<file path="config.mk">
export PLATFORM = sky130hd
export DESIGN_NAME = priority_queue_inflight_limiter
export DESIGN_NICKNAME = d
export VERILOG_FILES = /design/src/hw/rtl/pqil_pkg.sv /design/src/hw/rtl/priority_queue_inflight_limiter.sv /design/src/hw/rtl/pqil_ram.sv /design/src/hw/rtl/pqil_ctrl.sv /design/src/hw/rtl/pqil_dp.sv
export SDC_FILE = /design/constraint.sdc
export NUM_CORES = 2
export LEC_CHECK = 0
export BUFFER_PORTS_ARGS = -buffer_cell sky130_fd_sc_hd__buf_2
export CAP_MARGIN = 20
export CORE_ASPECT_RATIO = 0.6
export CORE_MARGIN = 2
export CORE_UTILIZATION = 55
export DETAILED_ROUTE_END_ITERATION = 10
export HOLD_SLACK_MARGIN = 0.05
export PLACE_DENSITY = 0.68
export SYNTH_ARGS = -nofsm -noshare
export SYNTH_HDL_FRONTEND = slang
export SYNTH_SLANG_ARGS = --single-unit
</file>
<file path="constraint.sdc">
create_clock -name i_clk -period 12.5 [get_ports i_clk]
set_clock_uncertainty 0.05 [all_clocks]
set_input_delay 0.625 -clock i_clk [delete_from_list [all_inputs] [get_ports i_clk]]
set_output_delay 0.625 -clock i_clk [all_outputs]
set_load 0.01 [all_outputs]
</file>
<file path="src/hw/rtl/pqil_pkg.sv">
`timescale 1ns / 1ps
// ----------------------------------------------------------------------------
// Priority queue inflight limiter package
// Shared constants, operation codes, controller states and the command and
// status bundles between the controller and the datapath.
// ----------------------------------------------------------------------------
package pqil_pkg;

    // Queue organization.
    localparam int RT_LEVELS     = 8;
    localparam int QUEUE_DEPTH   = 16;
    localparam int TAG_WIDTH     = 8;
    localparam int NUM_QUEUES    = RT_LEVELS + 1;
    localparam int BE_QUEUE      = RT_LEVELS;
    localparam int DEFAULT_LEVEL = (4 < RT_LEVELS) ? 4 : RT_LEVELS - 1;

    // Derived widths.
    localparam int QIDX_W    = $clog2(NUM_QUEUES);
    localparam int SLOT_W    = (QUEUE_DEPTH > 1) ? $clog2(QUEUE_DEPTH) : 1;
    localparam int CNT_W     = $clog2(QUEUE_DEPTH + 1);
    localparam int MEM_DEPTH = NUM_QUEUES * QUEUE_DEPTH;
    localparam int ADDR_W    = $clog2(MEM_DEPTH);

    // Fixed field widths of the item ports.
    localparam int OPCODE_W   = 2;
    localparam int REQ_TAG_W  = 8;
    localparam int CLASS_W    = 2;
    localparam int LEVEL_W    = 4;
    localparam int GQUEUE_W   = 4;
    localparam int INFLIGHT_W = 16;

    // Class code for real-time requests.
    localparam logic [CLASS_W-1:0] CLASS_RT = 2'd1;

    // Item operations.
    typedef enum logic [OPCODE_W-1:0] {
        OP_INSERT   = 2'd0,
        OP_DISPATCH = 2'd1,
        OP_COMPLETE = 2'd2,
        OP_NOP      = 2'd3
    } t_opcode;

    // Controller states.
    typedef enum logic [1:0] {
        ST_IDLE,
        ST_EXEC,
        ST_LOAD
    } t_state;

    // Commands from the controller to the datapath.
    typedef struct packed {
        logic capture;
        logic exec;
        logic emit;
    } t_dp_cmd;

    // Status from the datapath to the controller.
    typedef struct packed {
        logic out_free;
    } t_dp_sts;

endpackage

</file>
<file path="src/hw/rtl/priority_queue_inflight_limiter.sv">
`timescale 1ns / 1ps
// ----------------------------------------------------------------------------
// Priority queue inflight limiter
// Strict-priority request scheduler with eight real-time queues, one
// best-effort queue and a limit on outstanding dispatched requests.
// ----------------------------------------------------------------------------
// Each item passes through an execute step that updates the queue
// pointers, counts and inflight counter and issues the tag memory access,
// then a load step in which the registered tag read returns and the result
// is loaded into the output register. The next item is taken in the load
// step, so a new item is not accepted while the last one is in its
// execute step. The tag memory read is registered, so its data returns
// in the load step that follows the execute step.
// A stalled result holds the block at the load step. No clearing pass is
// needed after reset. The user must write the in-flight limit only while
// the block is idle; the block itself does not enforce this.
// ----------------------------------------------------------------------------
module priority_queue_inflight_limiter
    import pqil_pkg::*;
(
    input  logic                  i_clk,
    input  logic                  i_rst_n,
    // Configuration.
    input  logic                  i_cfg_we,
    input  logic [INFLIGHT_W-1:0] i_cfg_data,
    // Input channel.
    input  logic                  i_in_valid,
    output logic                  o_in_stall,
    input  logic [OPCODE_W-1:0]   i_opcode,
    input  logic [REQ_TAG_W-1:0]  i_req_tag,
    input  logic [CLASS_W-1:0]    i_prio_class,
    input  logic [LEVEL_W-1:0]    i_prio_level,
    // Result channel.
    output logic                  o_out_valid,
    input  logic                  i_out_stall,
    output logic                  o_accepted,
    output logic                  o_granted,
    output logic [REQ_TAG_W-1:0]  o_grant_tag,
    output logic [GQUEUE_W-1:0]   o_grant_queue,
    output logic [INFLIGHT_W-1:0] o_inflight_now,
    output logic                  o_work_pending,
    output logic                  o_rerun_hint
);

    t_dp_cmd cmd;
    t_dp_sts sts;

    // Controller.
    pqil_ctrl u_ctrl (
        .i_clk      (i_clk),
        .i_rst_n    (i_rst_n),
        .i_in_valid (i_in_valid),
        .o_in_stall (o_in_stall),
        .i_sts      (sts),
        .o_cmd      (cmd)
    );

    // Datapath.
    pqil_dp u_dp (
        .i_clk          (i_clk),
        .i_rst_n        (i_rst_n),
        .i_cmd          (cmd),
        .o_sts          (sts),
        .i_cfg_we       (i_cfg_we),
        .i_cfg_data     (i_cfg_data),
        .i_opcode       (i_opcode),
        .i_req_tag      (i_req_tag),
        .i_prio_class   (i_prio_class),
        .i_prio_level   (i_prio_level),
        .i_out_stall    (i_out_stall),
        .o_out_valid    (o_out_valid),
        .o_accepted     (o_accepted),
        .o_granted      (o_granted),
        .o_grant_tag    (o_grant_tag),
        .o_grant_queue  (o_grant_queue),
        .o_inflight_now (o_inflight_now),
        .o_work_pending (o_work_pending),
        .o_rerun_hint   (o_rerun_hint)
    );

    // An accepted item is followed by input stall in the next cycle.
    a_no_back_to_back: assert property (@(posedge i_clk) disable iff (!i_rst_n)
        (i_in_valid && !o_in_stall) |=> o_in_stall)
        else $error("input item accepted in two consecutive cycles");

    // Loading a result always presents it on the next cycle.
    a_emit_shows: assert property (@(posedge i_clk) disable iff (!i_rst_n)
        cmd.emit |=> o_out_valid)
        else $error("loaded result not presented");

    // One result never reports both an insert and a grant, nor a hint with them.
    a_result_exclusive: assert property (@(posedge i_clk) disable iff (!i_rst_n)
        o_out_valid |-> !(o_accepted && o_granted) &&
                        !(o_rerun_hint && (o_accepted || o_granted)))
        else $error("result flags of different operations both set");

    // A granted dispatch leaves at least one request in flight.
    a_grant_counts: assert property (@(posedge i_clk) disable iff (!i_rst_n)
        (o_out_valid && o_granted) |-> (o_inflight_now != '0))
        else $error("grant reported with zero inflight count");

endmodule

</file>
<file path="src/hw/rtl/pqil_ram.sv">
`timescale 1ns / 1ps
// ----------------------------------------------------------------------------
// Generic simple dual-port RAM
// One write port and one read port with registered read data.
// ----------------------------------------------------------------------------
module pqil_ram #(
    parameter int WIDTH = 8,
    parameter int DEPTH = 16
) (
    input  logic                     i_clk,
    input  logic                     i_we,
    input  logic [$clog2(DEPTH)-1:0] i_waddr,
    input  logic [WIDTH-1:0]         i_wdata,
    input  logic                     i_re,
    input  logic [$clog2(DEPTH)-1:0] i_raddr,
    output logic [WIDTH-1:0]         o_rdata
);

    logic [WIDTH-1:0] r_mem [DEPTH];
    logic [WIDTH-1:0] r_rdata;

    // Write port.
    always_ff @(posedge i_clk) begin
        if (i_we) begin
            r_mem[i_waddr] <= i_wdata;
        end
    end

    // Registered read port.
    always_ff @(posedge i_clk) begin
        if (i_re) begin
            r_rdata <= r_mem[i_raddr];
        end
    end

    assign o_rdata = r_rdata;

endmodule

</file>
<file path="src/hw/rtl/pqil_ctrl.sv">
`timescale 1ns / 1ps
// ----------------------------------------------------------------------------
// Priority queue inflight limiter controller
// Sequences each item through capture, execute and result load, and drives
// the input stall.
// ----------------------------------------------------------------------------
module pqil_ctrl
    import pqil_pkg::*;
(
    input  logic    i_clk,
    input  logic    i_rst_n,
    input  logic    i_in_valid,
    output logic    o_in_stall,
    input  t_dp_sts i_sts,
    output t_dp_cmd o_cmd
);

    t_state r_state;
    t_state n_state;
    logic   take;

    // An item is taken when idle, or when the previous result is leaving.
    assign take = (r_state == ST_IDLE) || ((r_state == ST_LOAD) && i_sts.out_free);

    // State register.
    always_ff @(posedge i_clk) begin
        if (!i_rst_n) begin
            r_state <= ST_IDLE;
        end else begin
            r_state <= n_state;
        end
    end

    // Next state.
    always_comb begin
        n_state = r_state;
        unique case (r_state)
            ST_IDLE: begin
                if (i_in_valid) begin
                    n_state = ST_EXEC;
                end
            end
            ST_EXEC: begin
                n_state = ST_LOAD;
            end
            ST_LOAD: begin
                if (i_sts.out_free) begin
                    n_state = i_in_valid ? ST_EXEC : ST_IDLE;
                end
            end
            default: begin
                n_state = ST_IDLE;
            end
        endcase
    end

    // Outputs.
    always_comb begin
        o_in_stall    = !take;
        o_cmd.capture = take && i_in_valid;
        o_cmd.exec    = (r_state == ST_EXEC);
        o_cmd.emit    = (r_state == ST_LOAD) && i_sts.out_free;
    end

endmodule

</file>
<file path="src/hw/rtl/pqil_dp.sv">
`timescale 1ns / 1ps
// ----------------------------------------------------------------------------
// Priority queue inflight limiter datapath
// Holds the queue pointers and counts, the inflight counter, the limit
// register, the tag memory and the result register.
// ----------------------------------------------------------------------------
module pqil_dp
    import pqil_pkg::*;
(
    input  logic                  i_clk,
    input  logic                  i_rst_n,
    input  t_dp_cmd               i_cmd,
    output t_dp_sts               o_sts,
    // Configuration.
    input  logic                  i_cfg_we,
    input  logic [INFLIGHT_W-1:0] i_cfg_data,
    // Input item fields.
    input  logic [OPCODE_W-1:0]   i_opcode,
    input  logic [REQ_TAG_W-1:0]  i_req_tag,
    input  logic [CLASS_W-1:0]    i_prio_class,
    input  logic [LEVEL_W-1:0]    i_prio_level,
    // Result channel.
    input  logic                  i_out_stall,
    output logic                  o_out_valid,
    output logic                  o_accepted,
    output logic                  o_granted,
    output logic [REQ_TAG_W-1:0]  o_grant_tag,
    output logic [GQUEUE_W-1:0]   o_grant_queue,
    output logic [INFLIGHT_W-1:0] o_inflight_now,
    output logic                  o_work_pending,
    output logic                  o_rerun_hint
);

    // Captured item.
    t_opcode              r_op;
    logic [REQ_TAG_W-1:0] r_req_tag;
    logic [CLASS_W-1:0]   r_prio_class;
    logic [LEVEL_W-1:0]   r_prio_level;

    // Queue bookkeeping and counters.
    logic [SLOT_W-1:0]     r_head [NUM_QUEUES];
    logic [SLOT_W-1:0]     r_tail [NUM_QUEUES];
    logic [CNT_W-1:0]      r_cnt  [NUM_QUEUES];
    logic [INFLIGHT_W-1:0] r_inflight;
    logic [INFLIGHT_W-1:0] r_max;

    // Per-item results held until the tag read returns.
    logic              r_res_accepted;
    logic              r_res_granted;
    logic [QIDX_W-1:0] r_res_queue;
    logic              r_res_rerun;

    // Result register.
    logic                  r_out_valid;
    logic                  r_accepted;
    logic                  r_granted;
    logic [REQ_TAG_W-1:0]  r_grant_tag;
    logic [GQUEUE_W-1:0]   r_grant_queue;
    logic [INFLIGHT_W-1:0] r_inflight_now;
    logic                  r_work_pending;
    logic                  r_rerun_hint;

    // Execute-stage decisions.
    logic [QIDX_W-1:0]     ins_q;
    logic                  ins_ok;
    logic [QIDX_W-1:0]     disp_q;
    logic                  disp_found;
    logic                  disp_ok;
    logic [INFLIGHT_W-1:0] inflight_dec;
    logic                  rerun;
    logic                  any_queued;
    logic [ADDR_W-1:0]     waddr;
    logic [ADDR_W-1:0]     raddr;
    logic [TAG_WIDTH-1:0]  wtag;
    logic [TAG_WIDTH-1:0]  rtag;

    // Capture the item fields at acceptance.
    always_ff @(posedge i_clk) begin
        if (i_cmd.capture) begin
            r_op         <= t_opcode'(i_opcode);
            r_req_tag    <= i_req_tag;
            r_prio_class <= i_prio_class;
            r_prio_level <= i_prio_level;
        end
    end

    // Target queue of an insert: out-of-range levels fold to the default level.
    always_comb begin
        if (r_prio_class != CLASS_RT) begin
            ins_q = QIDX_W'(BE_QUEUE);
        end else if ({1'b0, r_prio_level} >= (LEVEL_W + 1)'(RT_LEVELS)) begin
            ins_q = QIDX_W'(DEFAULT_LEVEL);
        end else begin
            ins_q = QIDX_W'(r_prio_level);
        end
        ins_ok = (r_cnt[ins_q] < CNT_W'(QUEUE_DEPTH));
    end

    // Lowest-numbered non-empty queue.
    always_comb begin
        disp_q     = '0;
        disp_found = 1'b0;
        for (int q = NUM_QUEUES - 1; q >= 0; q--) begin
            if (r_cnt[q] != '0) begin
                disp_q     = QIDX_W'(q);
                disp_found = 1'b1;
            end
        end
        disp_ok = disp_found && (r_inflight < r_max);
    end

    // Completion: decrement stopping at zero, hint when one slot opens.
    always_comb begin
        inflight_dec = (r_inflight != '0) ? r_inflight - INFLIGHT_W'(1) : r_inflight;
        rerun = ({1'b0, inflight_dec} + (INFLIGHT_W + 1)'(1)) == {1'b0, r_max};
    end

    // Tag memory addressing.
    assign wtag  = TAG_WIDTH'(r_req_tag);
    assign waddr = ADDR_W'(ins_q) * ADDR_W'(QUEUE_DEPTH) + ADDR_W'(r_tail[ins_q]);
    assign raddr = ADDR_W'(disp_q) * ADDR_W'(QUEUE_DEPTH) + ADDR_W'(r_head[disp_q]);

    pqil_ram #(
        .WIDTH (TAG_WIDTH),
        .DEPTH (MEM_DEPTH)
    ) u_ram (
        .i_clk   (i_clk),
        .i_we    (i_cmd.exec && (r_op == OP_INSERT) && ins_ok),
        .i_waddr (waddr),
        .i_wdata (wtag),
        .i_re    (i_cmd.exec && (r_op == OP_DISPATCH) && disp_ok),
        .i_raddr (raddr),
        .o_rdata (rtag)
    );

    // Queue pointers, counts and the inflight counter.
    always_ff @(posedge i_clk) begin
        if (!i_rst_n) begin
            for (int q = 0; q < NUM_QUEUES; q++) begin
                r_head[q] <= '0;
                r_tail[q] <= '0;
                r_cnt[q]  <= '0;
            end
            r_inflight <= '0;
        end else if (i_cmd.exec) begin
            unique case (r_op)
                OP_INSERT: begin
                    if (ins_ok) begin
                        r_tail[ins_q] <= (r_tail[ins_q] == SLOT_W'(QUEUE_DEPTH - 1)) ?
                                         '0 : r_tail[ins_q] + SLOT_W'(1);
                        r_cnt[ins_q]  <= r_cnt[ins_q] + CNT_W'(1);
                    end
                end
                OP_DISPATCH: begin
                    if (disp_ok) begin
                        r_head[disp_q] <= (r_head[disp_q] == SLOT_W'(QUEUE_DEPTH - 1)) ?
                                          '0 : r_head[disp_q] + SLOT_W'(1);
                        r_cnt[disp_q]  <= r_cnt[disp_q] - CNT_W'(1);
                        if (r_inflight != '1) begin
                            r_inflight <= r_inflight + INFLIGHT_W'(1);
                        end
                    end
                end
                OP_COMPLETE: begin
                    r_inflight <= inflight_dec;
                end
                default: begin
                end
            endcase
        end
    end

    // Per-item result flags.
    always_ff @(posedge i_clk) begin
        if (i_cmd.exec) begin
            r_res_accepted <= (r_op == OP_INSERT) && ins_ok;
            r_res_granted  <= (r_op == OP_DISPATCH) && disp_ok;
            r_res_queue    <= ((r_op == OP_DISPATCH) && disp_ok) ? disp_q : '0;
            r_res_rerun    <= (r_op == OP_COMPLETE) && rerun;
        end
    end

    // Limit register.
    always_ff @(posedge i_clk) begin
        if (!i_rst_n) begin
            r_max <= INFLIGHT_W'(1);
        end else if (i_cfg_we) begin
            r_max <= i_cfg_data;
        end
    end

    // Work remains when something is queued and the limit is not reached.
    always_comb begin
        any_queued = 1'b0;
        for (int q = 0; q < NUM_QUEUES; q++) begin
            any_queued = any_queued | (r_cnt[q] != '0);
        end
    end

    // Result register valid.
    always_ff @(posedge i_clk) begin
        if (!i_rst_n) begin
            r_out_valid <= 1'b0;
        end else if (i_cmd.emit) begin
            r_out_valid <= 1'b1;
        end else if (!i_out_stall) begin
            r_out_valid <= 1'b0;
        end
    end

    // Result register payload.
    always_ff @(posedge i_clk) begin
        if (i_cmd.emit) begin
            r_accepted     <= r_res_accepted;
            r_granted      <= r_res_granted;
            r_grant_tag    <= r_res_granted ? REQ_TAG_W'(rtag) : '0;
            r_grant_queue  <= GQUEUE_W'(r_res_queue);
            r_inflight_now <= r_inflight;
            r_work_pending <= any_queued && (r_inflight < r_max);
            r_rerun_hint   <= r_res_rerun;
        end
    end

    assign o_sts.out_free = !r_out_valid || !i_out_stall;

    assign o_out_valid    = r_out_valid;
    assign o_accepted     = r_accepted;
    assign o_granted      = r_granted;
    assign o_grant_tag    = r_grant_tag;
    assign o_grant_queue  = r_grant_queue;
    assign o_inflight_now = r_inflight_now;
    assign o_work_pending = r_work_pending;
    assign o_rerun_hint   = r_rerun_hint;

endmodule
</file>
==> impl_metrics.toml <==
[grt]
gr-usage-all-layers = 0.341
antenna_found_initial = 5
grt_max_degree = 144
grt_pass1_wl_um = 269000
grt_overflow_total = 0
grt_pass1_vias = 36900

[yosys]
yosysSeqAreaShare = 0.706
synth.distinct_cells = 83
synthFlopType = "edfxtp_1"
synth_edf_count = 1350
synth_area_per_cell_um2 = 12.3
yosys_warnings = 0
syn-cell-area_mm2 = 0.0584
synth.ff_latch_count = 1385
ys_async_sr_fraction = 0
netlist_instances = 4730

[detailed_routing]
drc = 0
ant_nets = 0
first_pass_iters = 6
wl_per_cell_um = 29.8
dr_total_vias = 41300
viasPerCell = 6.58
drt-initial-drc-count = 8047
routed_wl_um = 187000

[clock_tree]
worst_skew_pair.late_latency_ns = 0.77
post_cts_buffers = 0
cts_tree = "yes"
htree_levels = 3
clock-sinks = 1385
clock-root-buffer = "clkbuf_16"
cts_resized = 0
clockBufferDepth = 3
cts_buffers = 120
clk_pin_slew_ns = 0.07

[power_and_ir_drop]
ir_drop_mv = 0.135
pwr-share-clk = 0.374
comb_power_share = 0.095
p_sw_mw = 2.44
p_int_mw = 7.27
p_per_area_mw_per_mm2 = 152
seq_power_share = 0.531
swShare = 0.252
leakagePower_nw = 21.8

[die]
die_x_um = 425
die-area_mm2 = 0.109
io_pins = 71
rows = 92
core_mm2 = 0.105
start_util = 0.556
chipHeight_um = 256

[worst_setup_path]
cp-end-kind = "flip-flop"
startpoint_type = "flip-flop"
cp_slowest_stage_delay_ns = 0.88
r2r_start = "u_dp.r_cnt[2][1]"
timing.rr.end = "u_dp.u_ram.o_rdata[7]"
cp_num_buf_inv = 3
path_class = "reg2reg"
path_cells = "or4_4 > nor2_1 > a21boi_1 > nand3_1 > a311oi_2 > o22ai_4 > buf_4 > or2_4 > buf_4 > buf_12 > nand2_1 > nand3_1 > a311oi_1 > nor3_1 > nor4_1 > o211ai_1"
cpLargestDelayFamily = "simple AND/OR/NAND/NOR gates"
r2r_slack_ns = 5.15
reg2reg_depth = 16
crit_fanout = 137
cp_slowest_cell = "a311oi_1"
required_ns = 12.93
cp_data_arrival_time_ns = 7.78

[sta]
rsz0062_at_grt = "false"
setup_tns_ns = 0
worst_pin_slew_ns = 1.30
slew_headroom = 0.131
fmax_ghz = 0.136
fin_crit_ns = 7.35
drv_slew = 0
finalCritPeriodShare = 0.588
finalSetupViolations = 0
timing.final.hold_violations = 0

[min_path]
hold_path_end = "u_dp.r_max[13]"
hold_path_depth = 3
hold_path.class = "in2reg"
hp-start = "i_cfg_data[13]"

[layout]
drive_gt1_frac = 0.0785
layout_commonest_cell = "edfxtp_1"
syn_to_final_growth_pct = 9.65
nets = 4842
fin_util = 0.609
layout_common_cells = "1350 x edfxtp_1, 1195 x nand2_1, 476 x nand3_1"

[place]
dp_hpwl_um = 118000
gp_congestion = 0.986
port_buffers = 70

[status]
status = "completed"

[run]
cap_viol_max_count = 0
[kinds of logic after synthesis]
family | Yosys count | share of synthesized area
AOI/OAI and AO/OA | 529 | 0.0654
buffers and inverters | 345 | 0.0299
muxes | 73 | 0.0127
other | 1 | 0.0000642
DFF | 1385 | 0.706
xor gates and xnor gates | 51 | 0.00765
adders and majority gates | 29 | 0.00621
and+or+nand+nor | 2317 | 0.172
[flip-flops by register name (all words and copies together) (netlist names), 2 cells and up]
name	flops
u_dp.u_ram.r_mem	1152
u_dp.r_cnt	57
u_dp.r_head	42
u_dp.r_tail	36
u_dp.o_inflight_now	16
u_dp.r_inflight	16
u_dp.r_max	16
u_dp.o_grant_tag	8
u_dp.r_req_tag	8
u_dp.u_ram.o_rdata	8
u_dp.o_grant_queue	4
u_dp.r_prio_level	4
u_dp.r_res_queue	4
u_ctrl.r_state	2
u_dp.r_op	2
u_dp.r_prio_class	2
[area by class of cell]
class / count / area (um2)
Clock inverter: 63 / 508
Inverter: 43 / 181
Sequential cell: 1385 / 41200
Tap cell: 1410 / 1760
Clock buffer: 151 / 3150
Multi-Input combinational cell: 3017 / 15600
Fill cell: 8207 / 41000
Timing Repair Buffer: 209 / 1630
Antenna cell: 2 / 5.00
[how the worst max path moves through the flow]
stage / from / end / slack [ns] / cells past startpoint
2_1_floorplan: u_dp.r_cnt[2][1] / u_dp.r_head[10][3] / 8.38 / 18
3_5_place_dp: u_dp.r_cnt[2][1] / u_dp.u_ram.o_rdata[3] / 5.65 / 16
6_report: u_dp.r_cnt[2][1] / u_dp.u_ram.o_rdata[7] / 5.15 / 16
3_3_place_gp: u_dp.r_cnt[2][1] / u_dp.u_ram.o_rdata[4] / 4.77 / 15
4_1_cts: u_dp.r_cnt[2][1] / u_dp.u_ram.o_rdata[3] / 5.63 / 16
5_1_grt: u_dp.r_cnt[2][1] / u_dp.u_ram.o_rdata[7] / 5.08 / 16
[worst register-to-register path, stage by stage (launching register included)]
cell	delay, ns
edfxtp_1	0.43
or4_4	0.58
nor2_1	0.36
a21boi_1	0.86
nand3_1	0.21
a311oi_2	0.42
o22ai_4	0.10
buf_4	0.27
or2_4	0.53
buf_4	0.41
buf_12	0.36
nand2_1	0.42
nand3_1	0.25
a311oi_1	0.88
nor3_1	0.24
nor4_1	0.54
o211ai_1	0.16
[cell usage after synthesis (8+ instances only)]
cell	instances	area [um2]
xnor2_1	34	298
dfxtp_1	35	701
a21oi_1	84	420
o221ai_1	10	87.6
nand4_1	23	144
and3_1	66	413
inv_1	39	146
nand2_1	1195	4490
o211ai_1	16	120
a32oi_1	13	114
nor3b_1	36	270
o22ai_1	19	119
buf_2	132	661
a221o_1	8	80.1
nand2b_1	9	56.3
nor2_1	363	1360
and2_1	20	125
a21o_1	8	60.1
nor3_1	55	275
buf_1	13	48.8
ha_1	29	363
nand3_1	476	2380
buf_6	17	191
or3_1	16	100
nor4_1	21	131
xor2_1	17	149
a31oi_1	80	500
clkbuf_1	104	390
a311oi_1	119	1040
o21ai_0	48	240
mux2i_1	65	651
a211oi_1	49	368
mux2_2	8	90.1
edfxtp_1	1350	40500
buf_4	32	240
[layer usage]
metal,vias to the layer above,GRT usage,share of wire
met2,3284,0.407,0.37
met5,-,0,0.00018
met3,314,0.163,0.19
li1,17500,-,-
met1,20300,0.543,0.42
met4,6,0.0815,0.025
[per-stage QoR]
stage               instances  instance area, um2  hold WS (ns)  total power, mW  setup WS (ns)
floorplan                4747               58500         0.350             5.80           8.38
global placement         6016               59800         0.352             6.11           4.77
detailed placement       6022               59900         0.355             6.12           5.65
CTS                      6267               63900        0.0572             9.66           5.63
global route             6278               64000        0.0845             9.92           5.08
finish                   6280               64000        0.0917             9.71           5.15
[what timing repair did]
item	CTS	global route
endpoints found under the setup margin	0	0
hold endpoints to repair	31	0
hold buffers	31	0
[power groups by stage]
stage	registers (mW)	clock network [mW]	logic, mW
floorplan	5.28	0	0.519
global placement	5.25	0	0.858
detailed placement	5.25	0	0.870
CTS	5.15	3.62	0.881
global route	5.15	3.80	0.972
finish	5.15	3.63	0.927
No activity file was read; power rests on OpenSTA's default activity.
